## config.mk

```make
export PLATFORM = sky130hd
export DESIGN_NAME = spi_command_deframer_unit
export DESIGN_NICKNAME = d
export VERILOG_FILES = /design/src/rtl/scd_pkg.sv /design/src/rtl/spi_command_deframer_unit.sv
export SDC_FILE = /design/constraint.sdc
export NUM_CORES = 1
export LEC_CHECK = 0
export ABC_AREA = 1
export BUFFER_PORTS_ARGS = -buffer_cell sky130_fd_sc_hd__buf_2
export CORE_UTILIZATION = 40
export CTS_CLUSTER_DIAMETER = 50
export DETAILED_ROUTE_END_ITERATION = 6
export GPL_TIMING_DRIVEN = 0
export PLACE_DENSITY_LB_ADDON = 0.2
export SYNTH_ARGS = -nofsm -noshare
export SYNTH_HDL_FRONTEND = slang
export SYNTH_SLANG_ARGS = --single-unit
```

## constraint.sdc

```tcl
create_clock -name clk_i -period 3.8 [get_ports clk_i]
set_clock_uncertainty 0.1 [all_clocks]
set_input_delay 0.19 -clock clk_i [delete_from_list [all_inputs] [get_ports clk_i]]
set_output_delay 0.19 -clock clk_i [all_outputs]
set_load 0.005 [all_outputs]
```

## src/rtl/scd_pkg.sv

```systemverilog
// Shared types and constants for the SPI command deframer.
// No dependencies.
package scd_pkg;

  localparam int unsigned PacketLen = 16;
  localparam int unsigned CmdOffset = 0;
  localparam int unsigned PosW      = $clog2(PacketLen);
  localparam int unsigned CmdBytes  = 4;
  localparam int unsigned AddrW     = 4;

  localparam logic [7:0] SyncFirst = 8'hFA;
  localparam logic [2:0] SyncDone  = 3'd6;

  typedef enum logic [1:0] {
    RegEnable = 2'd0,
    RegStart  = 2'd1,
    RegWait   = 2'd2,
    RegRtc    = 2'd3
  } reg_idx_e;

  typedef enum logic [1:0] {
    LedGreen = 2'd0,
    LedTurq  = 2'd1,
    LedRed   = 2'd2
  } led_e;

  typedef struct packed {
    logic ignored;
    logic packet_end;
    logic command_taken;
    logic resync;
    logic sense_on;
    logic send_on;
    led_e led_colour;
    logic clear_queue;
  } result_t;

endpackage

```

## src/rtl/spi_command_deframer_unit.sv

```systemverilog
// SPI command deframer: packet assembly, sync tracking and command decode.
// Depends on scd_pkg.
//
// Each accepted input byte's result is registered in the output register.
// Throughput: one byte per cycle; input ready while the output register is
// empty or being drained in the same cycle.
// Reset: asynchronous, active low; position, sync progress, flags and the
// output valid clear, registers return to enable 0 and masks 1, 2, 4.
module spi_command_deframer_unit import scd_pkg::*; (
  input  logic             clk_i,
  input  logic             rst_ni,

  input  logic             psel,
  input  logic             penable,
  input  logic             pwrite,
  input  logic [AddrW-1:0] paddr,
  input  logic [31:0]      pwdata,
  output logic [31:0]      prdata,
  output logic             pready,

  input  logic             in_valid_i,
  output logic             in_ready_o,
  input  logic [7:0]       rx_byte_i,

  output logic             out_valid_o,
  input  logic             out_ready_i,
  output logic             ignored_o,
  output logic             packet_end_o,
  output logic             command_taken_o,
  output logic             resync_o,
  output logic             sense_on_o,
  output logic             send_on_o,
  output logic [1:0]       led_colour_o,
  output logic             clear_queue_o
);

  logic        enable_q;
  logic [31:0] start_mask_q, wait_mask_q, rtc_mask_q;

  logic [PosW-1:0] pos_q, pos_d;
  logic [2:0]      sync_q, sync_d;
  logic            active_q, active_d;
  logic            sending_q, sending_d;
  logic [CmdBytes-1:0][7:0] cmd_q;
  logic [CmdBytes-1:0][7:0] cmd_now;
  logic [CmdBytes-1:0]      cmd_we;
  logic [31:0] cmd_word;

  logic    out_valid_q;
  result_t res_q, res_d;
  logic    accept, last, sync_hit, cfg_wr;
  reg_idx_e wr_idx, rd_idx;

  // configuration port
  assign pready = 1'b1;
  assign cfg_wr = psel & penable & pwrite;
  assign wr_idx = reg_idx_e'(paddr[AddrW-1:2]);
  assign rd_idx = reg_idx_e'(paddr[AddrW-1:2]);

  always_comb begin
    unique case (rd_idx)
      RegEnable: prdata = {31'd0, enable_q};
      RegStart:  prdata = start_mask_q;
      RegWait:   prdata = wait_mask_q;
      RegRtc:    prdata = rtc_mask_q;
      default:   prdata = '0;
    endcase
  end

  always_ff @(posedge clk_i or negedge rst_ni) begin
    if (!rst_ni) begin
      enable_q     <= 1'b0;
      start_mask_q <= 32'd1;
      wait_mask_q  <= 32'd2;
      rtc_mask_q   <= 32'd4;
    end else if (cfg_wr) begin
      unique case (wr_idx)
        RegEnable: enable_q     <= pwdata[0];
        RegStart:  start_mask_q <= pwdata;
        RegWait:   wait_mask_q  <= pwdata;
        RegRtc:    rtc_mask_q   <= pwdata;
        default:   ;
      endcase
    end
  end

  // byte path
  assign in_ready_o = !out_valid_q || out_ready_i;
  assign accept     = in_valid_i && in_ready_o;
  assign last       = (pos_q == PosW'(PacketLen - 1));
  assign sync_hit   = (rx_byte_i >= SyncFirst) && (rx_byte_i == (SyncFirst + {5'd0, sync_q}));

  // command bytes; the last packet byte is taken straight from the input
  always_comb begin
    for (int k = 0; k < CmdBytes; k++) begin
      cmd_we[k]  = 1'b0;
      cmd_now[k] = 8'd0;
      if (CmdOffset + k < PacketLen) begin
        cmd_we[k] = (int'(pos_q) == CmdOffset + k);
        if (CmdOffset + k == PacketLen - 1) begin
          cmd_now[k] = rx_byte_i;
        end else begin
          cmd_now[k] = cmd_q[k];
        end
      end
    end
  end

  assign cmd_word = cmd_now;

  always_comb begin
    pos_d     = pos_q;
    sync_d    = sync_q;
    active_d  = active_q;
    sending_d = sending_q;
    res_d     = '0;
    if (!enable_q) begin
      res_d.ignored = 1'b1;
    end else begin
      sync_d = sync_hit ? sync_q + 3'd1 : 3'd0;
      pos_d  = pos_q + PosW'(1);
      if (last) begin
        res_d.packet_end = 1'b1;
        pos_d            = '0;
        if (sync_d == 3'd0 || sync_d == SyncDone) begin
          active_d            = (cmd_word & start_mask_q) != 32'd0;
          sending_d           = (cmd_word & wait_mask_q) == 32'd0;
          res_d.command_taken = 1'b1;
          res_d.clear_queue   = (cmd_word & rtc_mask_q) != 32'd0;
          sync_d              = 3'd0;
          priority if (!active_d) begin
            res_d.led_colour = LedGreen;
          end else if (sending_d) begin
            res_d.led_colour = LedTurq;
          end else begin
            res_d.led_colour = LedRed;
          end
        end
      end else if (sync_d == SyncDone) begin
        res_d.resync = 1'b1;
        sync_d       = 3'd0;
        pos_d        = '0;
      end
    end
    res_d.sense_on = active_d;
    res_d.send_on  = sending_d;
  end

  always_ff @(posedge clk_i or negedge rst_ni) begin
    if (!rst_ni) begin
      pos_q       <= '0;
      sync_q      <= 3'd0;
      active_q    <= 1'b0;
      sending_q   <= 1'b0;
      out_valid_q <= 1'b0;
    end else begin
      if (accept) begin
        pos_q     <= pos_d;
        sync_q    <= sync_d;
        active_q  <= active_d;
        sending_q <= sending_d;
      end
      if (in_ready_o) begin
        out_valid_q <= in_valid_i;
      end
    end
  end

  always_ff @(posedge clk_i) begin
    if (accept) begin
      res_q <= res_d;
      for (int k = 0; k < CmdBytes; k++) begin
        if (enable_q && cmd_we[k]) begin
          cmd_q[k] <= rx_byte_i;
        end
      end
    end
  end

  assign out_valid_o     = out_valid_q;
  assign ignored_o       = res_q.ignored;
  assign packet_end_o    = res_q.packet_end;
  assign command_taken_o = res_q.command_taken;
  assign resync_o        = res_q.resync;
  assign sense_on_o      = res_q.sense_on;
  assign send_on_o       = res_q.send_on;
  assign led_colour_o    = res_q.led_colour;
  assign clear_queue_o   = res_q.clear_queue;

  a_taken_at_end: assert property (@(posedge clk_i) disable iff (!rst_ni)
    out_valid_q && res_q.command_taken |-> res_q.packet_end)
    else $error("command taken without packet end");

  a_end_resync_excl: assert property (@(posedge clk_i) disable iff (!rst_ni)
    out_valid_q |-> !(res_q.packet_end && res_q.resync))
    else $error("packet end and resync together");

  a_led_idle: assert property (@(posedge clk_i) disable iff (!rst_ni)
    out_valid_q && !res_q.command_taken |-> res_q.led_colour == LedGreen && !res_q.clear_queue)
    else $error("led or clear without command");

  a_sync_range: assert property (@(posedge clk_i) disable iff (!rst_ni)
    sync_q < SyncDone)
    else $error("sync progress out of range");

  a_accept_out: assert property (@(posedge clk_i) disable iff (!rst_ni)
    accept |=> out_valid_q)
    else $error("transfer lost");

endmodule
```

==> load_flow_metrics.sql, run 1 <==
INSERT INTO impl_metrics (metric_group, metric, value, unit) VALUES
('routing', 'drtAntennaViolNets', '0', ''),
('yosys', 'synthArstFlopShare', '72.30', '%'),
('outcome', 'status', 'completed', ''),
('yosys', 'yosys_warnings', '0', ''),
('power_and_ir_drop', 'power.leakage', '3.944', 'nW'),
('yosys', 'yosysMostFrequentCell', 'sky130_fd_sc_hd__nand2_1', ''),
('finish', 'final_standard_cell_count_with_taps_included_and_fillers_excluded', '1125', ''),
('min_path', 'hold-path-endpoint', 'cmd_now[11]', ''),
('yosys', 'synth.distinct_cells', '34', ''),
('clocking', 'tritoncts_clock_tree', 'built', ''),
('critical_path', 'reg2reg_setup_slack', '1.66', 'ns'),
('yosys', 'synthTopCellsByArea', 'sky130_fd_sc_hd__dfrtp_1 38%, sky130_fd_sc_hd__edfxtp_1 18%, sky130_fd_sc_hd__nand2_1 12%', ''),
('global_route', 'antenna_violations_before_repair', '0', ''),
('yosys', 'syn_area_per_cell', '9.235', 'µm²'),
('routing', 'drt_iter0_markers', '501', ''),
('placement', 'gp_routability_congestion', '0.8515', ''),
('die', 'core_region_area', '16580', 'µm²'),
('yosys', 'synth_seq_area_share', '57.41', '%'),
('critical_path', 'worst_setup_path_end_kind', 'flip-flop', ''),
('die', 'area_of_the_die', '17560', 'µm²'),
('global_route', 'grtUsageMet3', '4.981', '%'),
('yosys', 'yosys.area.top_type', 'sky130_fd_sc_hd__dfrtp_1', ''),
('clocking', 'cts_hold_buffers', '43', ''),
('die', 'initial_utilization', '41.10', '%'),
('clocking', 'clock_latency', '0.42', 'ns'),
('routing', 'routed_vias_inst', '5.109', ''),
('clocking', 'clk_path_buf_depth', '2', ''),
('clocking', 'number_of_clock_buffers_inserted_by_tritoncts', '17', ''),
('sta', 'holdWs', '0.01463', 'ns'),
('critical_path', 'crit_path_start_kind', 'input pin', ''),
('min_path', 'hold_path_depth', '1', ''),
('routing', 'drtPass1Iterations', '5', ''),
('die', 'die_w', '132.5', 'µm'),
('global_route', 'met1_usage', '33.52', '%'),
('clocking', 'clock_tree.root_cell', 'sky130_fd_sc_hd__clkbuf_16', ''),
('placement', 'hpwl_after_dpl', '13550', 'µm'),
('yosys', 'post_synth_instance_area', '6815', 'µm²'),
('global_route', 'aggregate_global_routing_overflow', '0', ''),
('finish', 'design.final.nets', '949', ''),
('die', 'die_h', '132.5', 'µm'),
('clocking', 'cts_setup_buffers', '0', ''),
('global_route', 'global_route_wire_length_before_repair', '31540', 'µm'),
('min_path', 'worst_hold_startpoint', 'rx_byte_i[3]', ''),
('flow_run', 'cap_violations', '0', ''),
('global_route', 'gr-max-usage-layer', 'met2', ''),
('yosys', 'synth_seq_cells', '148', ''),
('critical_path', 'criticalPathCategory', 'in -> reg', ''),
('yosys', 'synthFlopType', 'sky130_fd_sc_hd__dfrtp_1', ''),
('global_route', 'grt_util_all_layers', '24.09', '%'),
('yosys', 'synth_fp_nets', '795', ''),
('sta', 'layout_worst_path_cycle_share', '57.01', '%'),
('finish', 'num_antenna_cells', '0', ''),
('clocking', 'post_cts_resized', '0', ''),
('finish', 'post_route_cells_drive_above_1_share', '19.01', '%'),
('routing', 'route.detailed.drc', '0', ''),
('die', 'fp-row-count', '47', ''),
('clocking', 'clk_transition_reported_paths', '0.06', 'ns'),
('sta', 'hold_viol', '0', ''),
('sta', 'timing.final.setup_violations', '0', ''),
('yosys', 'synth-edff-count', '41', ''),
('sta', 'tightestPinTransition', '0.8813', 'ns'),
('sta', 'finalMaxSlewViolations', '0', ''),
('sta', 'rsz0062_at_grt', 'no', ''),
('yosys', 'synthCells', '738', ''),
('critical_path', 'cp_max_fo', '9', ''),
('critical_path', 'r2r.worst_path.cells', '5', ''),
('critical_path', 'worstReg2RegEnd', 'cmd_now[27]', ''),
('critical_path', 'worst_ep_required_time', '3.75', 'ns'),
('placement', 'numPortBuffers', '90', ''),
('clocking', 'clkSinkCount', '148', ''),
('routing', 'wl_per_cell', '17.90', 'µm');
[sequential cells by signal, indices dropped and copies added (netlist names)]
signal / count
pos_q: 4
led_colour_o: 2
resync_o: 1
start_mask_q: 32
sending_q: 1
ignored_o: 1
clear_queue_o: 1
send_on_o: 1
rtc_mask_q: 32
sync_q: 3
wait_mask_q: 32
active_q: 1
packet_end_o: 1
enable_q: 1
command_taken_o: 1
cmd_now: 32
sense_on_o: 1
out_valid_o: 1
[worst max-delay path by stage]
stage	slack [ns]	end	startpoint
after floorplan	1.95	send_on_o	sync_q[1]
after global placement	1.03	start_mask_q[27]	rst_ni
after detailed placement	1.64	cmd_now[28]	out_valid_o
after CTS	1.63	cmd_now[26]	out_valid_o
after global routing	1.52	cmd_now[29]	out_ready_i
final	1.63	cmd_now[27]	out_ready_i
[report_power, final]
part / leakage (nW) / internal (mW) / switching [mW] / total, mW
logic: 2.00 / 0.353 / 0.490 / 0.843
registers: 1.67 / 1.94 / 0.180 / 2.12
clock network: 0.275 / 1.02 / 0.671 / 1.69
total: 3.94 / 3.31 / 1.34 / 4.65
[cell type report]
cell class	count	area, µm²
fillers	1564	7970
flip-flops and latches	148	3913
multi-input cells	457	2384
repair buffers	135	924.6
clock buffers	21	470.5
inverters	106	397.9
well taps	220	275.3
clock inverters	11	127.6
plain buffers	27	121.4
[cells by family (layout without fill, tap and decap cells)]
| family | Yosys count | after routing | synth area share [%] |
|---|---|---|---|
| simple gates | 276 | 276 | 16.54 |
| compound gates | 149 | 149 | 13.26 |
| flops | 148 | 148 | 57.41 |
| buf+inv | 133 | 300 | 7.619 |
| mux | 22 | 22 | 3.635 |
| fa+ha+maj | 6 | 6 | 1.101 |
| xor+xnor | 3 | 3 | 0.3856 |
| other cells | 1 | 1 | 0.05502 |
[metal layers]
metal  vias up  share of wire [%]
li1       2742                  -
met1      2765                 46
met2       205                 46
met3        36                5.4
met4         0                2.8
met5         -                  0
[worst max-delay path, cell delays in order]
cell	delay, ns
sky130_fd_sc_hd__dlygate4sd3_1	0.52
sky130_fd_sc_hd__buf_2	0.10
sky130_fd_sc_hd__inv_1	0.03
sky130_fd_sc_hd__nand2_1	0.08
sky130_fd_sc_hd__nand2_1	0.14
sky130_fd_sc_hd__nor2_2	0.32
sky130_fd_sc_hd__nand2_1	0.16
sky130_fd_sc_hd__nor2_1	0.58
[cell usage in the layout (no fill, tap or decap), types with 2 or more instances in the layout]
master,synthesis,layout
sky130_fd_sc_hd__o21ai_1,2,2
sky130_fd_sc_hd__o22ai_1,9,9
sky130_fd_sc_hd__clkbuf_16,0,17
sky130_fd_sc_hd__nand3_1,9,9
sky130_fd_sc_hd__xor2_1,3,3
sky130_fd_sc_hd__nor2_1,37,37
sky130_fd_sc_hd__nor2_4,2,2
sky130_fd_sc_hd__nand4_1,2,2
sky130_fd_sc_hd__mux2_2,21,21
sky130_fd_sc_hd__nand3_2,2,2
sky130_fd_sc_hd__a21oi_1,4,4
sky130_fd_sc_hd__dlygate4sd3_1,0,44
sky130_fd_sc_hd__dfstp_2,3,3
sky130_fd_sc_hd__nand2_1,211,211
sky130_fd_sc_hd__o2111ai_1,2,2
sky130_fd_sc_hd__o221ai_1,31,31
sky130_fd_sc_hd__nand2_2,4,4
sky130_fd_sc_hd__a22o_1,4,4
sky130_fd_sc_hd__clkbuf_8,0,3
sky130_fd_sc_hd__dfrtp_1,104,104
sky130_fd_sc_hd__clkbuf_2,3,3
sky130_fd_sc_hd__clkinv_4,0,3
sky130_fd_sc_hd__o21ai_0,95,95
sky130_fd_sc_hd__clkbuf_1,13,14
sky130_fd_sc_hd__nor2_2,2,2
sky130_fd_sc_hd__clkinvlp_4,0,5
sky130_fd_sc_hd__edfxtp_1,41,41
sky130_fd_sc_hd__a221oi_1,2,2
sky130_fd_sc_hd__buf_2,10,99
sky130_fd_sc_hd__ha_1,6,6
sky130_fd_sc_hd__bufinv_16,0,2
sky130_fd_sc_hd__inv_1,106,106
sky130_fd_sc_hd__nor4_1,3,3
[metrics by stage]
step	setup WS, ns	power, mW	utilization (%)	cell area, µm²
6_report	1.633	4.654	51.94	8613
4_1_cts	1.633	4.664	51.88	8603
3_5_place_dp	1.645	2.946	45.68	7575
3_3_place_gp	1.030	2.927	45.47	7541
2_1_floorplan	1.947	2.605	-	6815
5_1_grt	1.523	4.886	51.94	8613
No activity file was read; power rests on OpenSTA's default activity.
==> run 2, diff against run 1 <==
clock period = 1.9 ns   (was 3.8 ns; I/O delays follow)
==> run 2 against run 1 <==
The run now ends with setup timing left. Critical path depth is 5 higher. Register-to-register slack worse by 1.7 ns. Core utilization grew 1.0 points. Clock power increased by 100%. Die area is the same. Combinational power rose by 110%. Non-clock buffer count grew 10. Clock-buffer cell count is the same. Worst hold slack gained 0.0020 ns. Cell count is 0.89% higher. Sequential cell count unchanged. Critical endpoint is now send_on_o. Highest routed layer unchanged.
==> load_flow_metrics.sql, run 2 (synthesized netlist as in run 1, its figures left out) <==
INSERT INTO impl_metrics (metric_group, metric, value, unit) VALUES
('global_route', 'grt_max_degree', '56', ''),
('global_route', 'number_of_global_route_vias_before_repair', '5817', ''),
('finish', 'final_standard_cell_count_with_taps_included_and_fillers_excluded', '1135', ''),
('finish', 'layout.cell_area.non_filler', '8785', 'µm²'),
('critical_path', 'critical_path_depth', '13', ''),
('placement', 'post_dp_cell_area', '7575', 'µm²'),
('die', 'fp-row-count', '47', ''),
('finish', 'fin_util', '52.97', '%'),
('routing', 'drt_wl_total', '20650', 'µm'),
('sta', 'fin_crit', '1.988', 'ns'),
('clocking', 'clk_path_buf_depth', '2', ''),
('global_route', 'antenna_violations_before_repair', '0', ''),
('flow_run', 'cap_violations', '0', ''),
('power_and_ir_drop', 'pwr_density', '1066', 'nW/µm²'),
('power_and_ir_drop', 'max_rail_drop_vdd', '0.6611', 'mV'),
('critical_path', 'worst_ep_required_time', '1.99', 'ns'),
('sta', 'holdWs', '0.01665', 'ns'),
('critical_path', 'max_stage_delay', '0.39', 'ns'),
('power_and_ir_drop', 'switching_power', '2.726', 'mW'),
('outcome', 'status', 'finished with violations', ''),
('power_and_ir_drop', 'power.share.sequential', '45.3', '%'),
('routing', 'route.detailed.drc', '0', ''),
('critical_path', 'worstPathBufferInverterCount', '2', ''),
('critical_path', 'worstPathArrival', '2.08', 'ns'),
('placement', 'placed_cells_incl_taps', '1049', ''),
('die', 'initial_utilization', '41.10', '%'),
('critical_path', 'crit_path_start_kind', 'flip-flop', ''),
('power_and_ir_drop', 'power.internal', '6.639', 'mW'),
('critical_path', 'slowest_stage', 'sky130_fd_sc_hd__dfrtp_1', ''),
('critical_path', 'r2r.worst_path.cells', '13', ''),
('critical_path', 'criticalPathCategory', 'reg -> reg', ''),
('global_route', 'grt_util_all_layers', '24.59', '%'),
('routing', 'drtAntennaViolNets', '0', ''),
('routing', 'drtPass1Iterations', '5', ''),
('die', 'core_region_area', '16580', 'µm²'),
('clocking', 'clkSinkCount', '148', ''),
('global_route', 'aggregate_global_routing_overflow', '0', ''),
('critical_path', 'cp_top_family', 'simple AND/OR/NAND/NOR gates', ''),
('finish', 'mostFrequentLayoutCell', 'sky130_fd_sc_hd__nand2_1', ''),
('sta', 'setup_total_negative_slack', '-0.2047', 'ns'),
('routing', 'drt_iter0_markers', '541', ''),
('finish', 'area_growth_syn_to_layout', '28.90', '%'),
('die', 'die_h', '132.5', 'µm'),
('critical_path', 'cp_cell_instances', 'ha_1 > inv_1 > nand2_1 > nand2_1 > nand3_2 > nor2_4 > nand2_2 > nand2_2 > nand2_4 > nand2_4 > nand2_2 > nand2_1 > inv_1', ''),
('outcome', 'violations', 'setup timing', ''),
('sta', 'post-route-worst-setup-slack', '-0.08830', 'ns'),
('power_and_ir_drop', 'power.share.combinational', '18.6', '%'),
('min_path', 'worst_hold_path_type', 'in -> reg', ''),
('global_route', 'global_route_wire_length_before_repair', '32220', 'µm'),
('clocking', 'clock_tree.root_cell', 'sky130_fd_sc_hd__clkbuf_16', ''),
('die', 'io_pins', '95', ''),
('placement', 'hpwl_after_dpl', '13550', 'µm'),
('critical_path', 'cp_max_fo', '4', ''),
('critical_path', 'worst_setup_path_end_kind', 'flip-flop', ''),
('finish', 'design.final.nets', '959', ''),
('clocking', 'tritoncts_clock_tree', 'built', ''),
('die', 'die_w', '132.5', 'µm'),
('power_and_ir_drop', 'power.leakage', '4.008', 'nW'),
('finish', 'layout_common_cells', '207 x sky130_fd_sc_hd__nand2_1, 106 x sky130_fd_sc_hd__inv_1, 104 x sky130_fd_sc_hd__dfrtp_1, 99 x sky130_fd_sc_hd__buf_2, 94 x sky130_fd_sc_hd__o21ai_0', ''),
('clocking', 'clk_transition_reported_paths', '0.06', 'ns'),
('finish', 'post_route_cells_drive_above_1_share', '21.20', '%'),
('sta', 'tightestPinTransition', '0.8627', 'ns'),
('placement', 'numPortBuffers', '90', ''),
('sta', 'hold_viol', '0', ''),
('routing', 'routed-via-count', '5844', ''),
('routing', 'routed_vias_inst', '5.149', ''),
('clocking', 'clock_latency', '0.43', 'ns'),
('sta', 'finalMaxSlewViolations', '0', ''),
('clocking', 'h-tree-depth', '4', ''),
('power_and_ir_drop', 'power.share.switching', '29.11', '%'),
('clocking', 'number_of_clock_buffers_inserted_by_tritoncts', '17', ''),
('power_and_ir_drop', 'clock_power_share', '36.1', '%'),
('die', 'area_of_the_die', '17560', 'µm²'),
('sta', 'max-slew-margin-rel', '42.49', '%'),
('min_path', 'hold_path_depth', '4', ''),
('sta', 'timing.final.setup_violations', '9', ''),
('routing', 'wl_per_cell', '18.20', 'µm'),
('placement', 'gp_routability_congestion', '0.8515', ''),
('sta', 'rsz0062_at_grt', 'yes', ''),
('placement', 'pre_cts_slack', '-0.2551', 'ns'),
('sta', 'fmaxAchievable', '502.9', 'MHz'),
('power_and_ir_drop', 'p_total', '9.366', 'mW'),
('sta', 'layout_worst_path_cycle_share', '104.6', '%'),
('finish', 'num_antenna_cells', '0', ''),
('finish', 'fillerInstances', '1558', '');
## run 2: what timing repair did
action	4_1_cts	5_1_grt
cloned	0	0
buffers inserted	5	1
pin swaps	7	1
gates resized for setup	16	11
setup endpoints to repair	40	58
endpoints found under the hold margin	232	0
hold buffers	48	0
## run 2: final timing paths
kind | startpoint | end | slack [ns]
worst max-delay path | sync_q[2] | send_on_o | -0.09
worst min-delay path | paddr[3] | enable_q | 0.02
worst max register to register | sync_q[2] | send_on_o | -0.09
worst min register to register | sending_q | sending_q | 0.39
max in group asynchronous | rst_ni | start_mask_q[0] | 0.90
min in group asynchronous | rst_ni | start_mask_q[9] | 0.09
## run 2: worst register-to-register path, delay by kind of cell (launching register included)
kind                       cells  cell delay (ns)
adders and majority gates      1             0.31
buffers and inverters          2             0.10
DFF                            1             0.39
and+or+nand+nor               10             0.88
## run 2: metal layers
metal | vias up | global-route usage [%] | routed length (µm)
met4 | 0 | 10.15 | 608
met3 | 42 | 5.057 | 1134
met2 | 216 | 37.84 | 9525
met5 | - | 0 | 0
met1 | 2825 | 33.89 | 9383
li1 | 2761 | - | -
## run 2: layout make-up
cell class                 instances  area (µm²)  area share (%)
clock inverter                    11       127.6           1.453
multi-input combinational        457        2466           28.07
inverter                         106       397.9           4.529
clock buffer                      21       470.5           5.355
sequential                       148        3913           44.54
tap                              220       275.3           3.133
timing repair buffer             145        1010           11.49
buffer                            27       125.1           1.424
## run 2: power by group through the flow
stage | Clock (mW) | Combinational, mW | Sequential [mW]
after floorplan | 0 | 1.04 | 4.17
after global placement | 0 | 1.58 | 4.28
after detailed placement | 0 | 1.61 | 4.28
after CTS | 3.40 | 1.73 | 4.23
after global routing | 3.55 | 1.97 | 4.31
final | 3.38 | 1.74 | 4.24
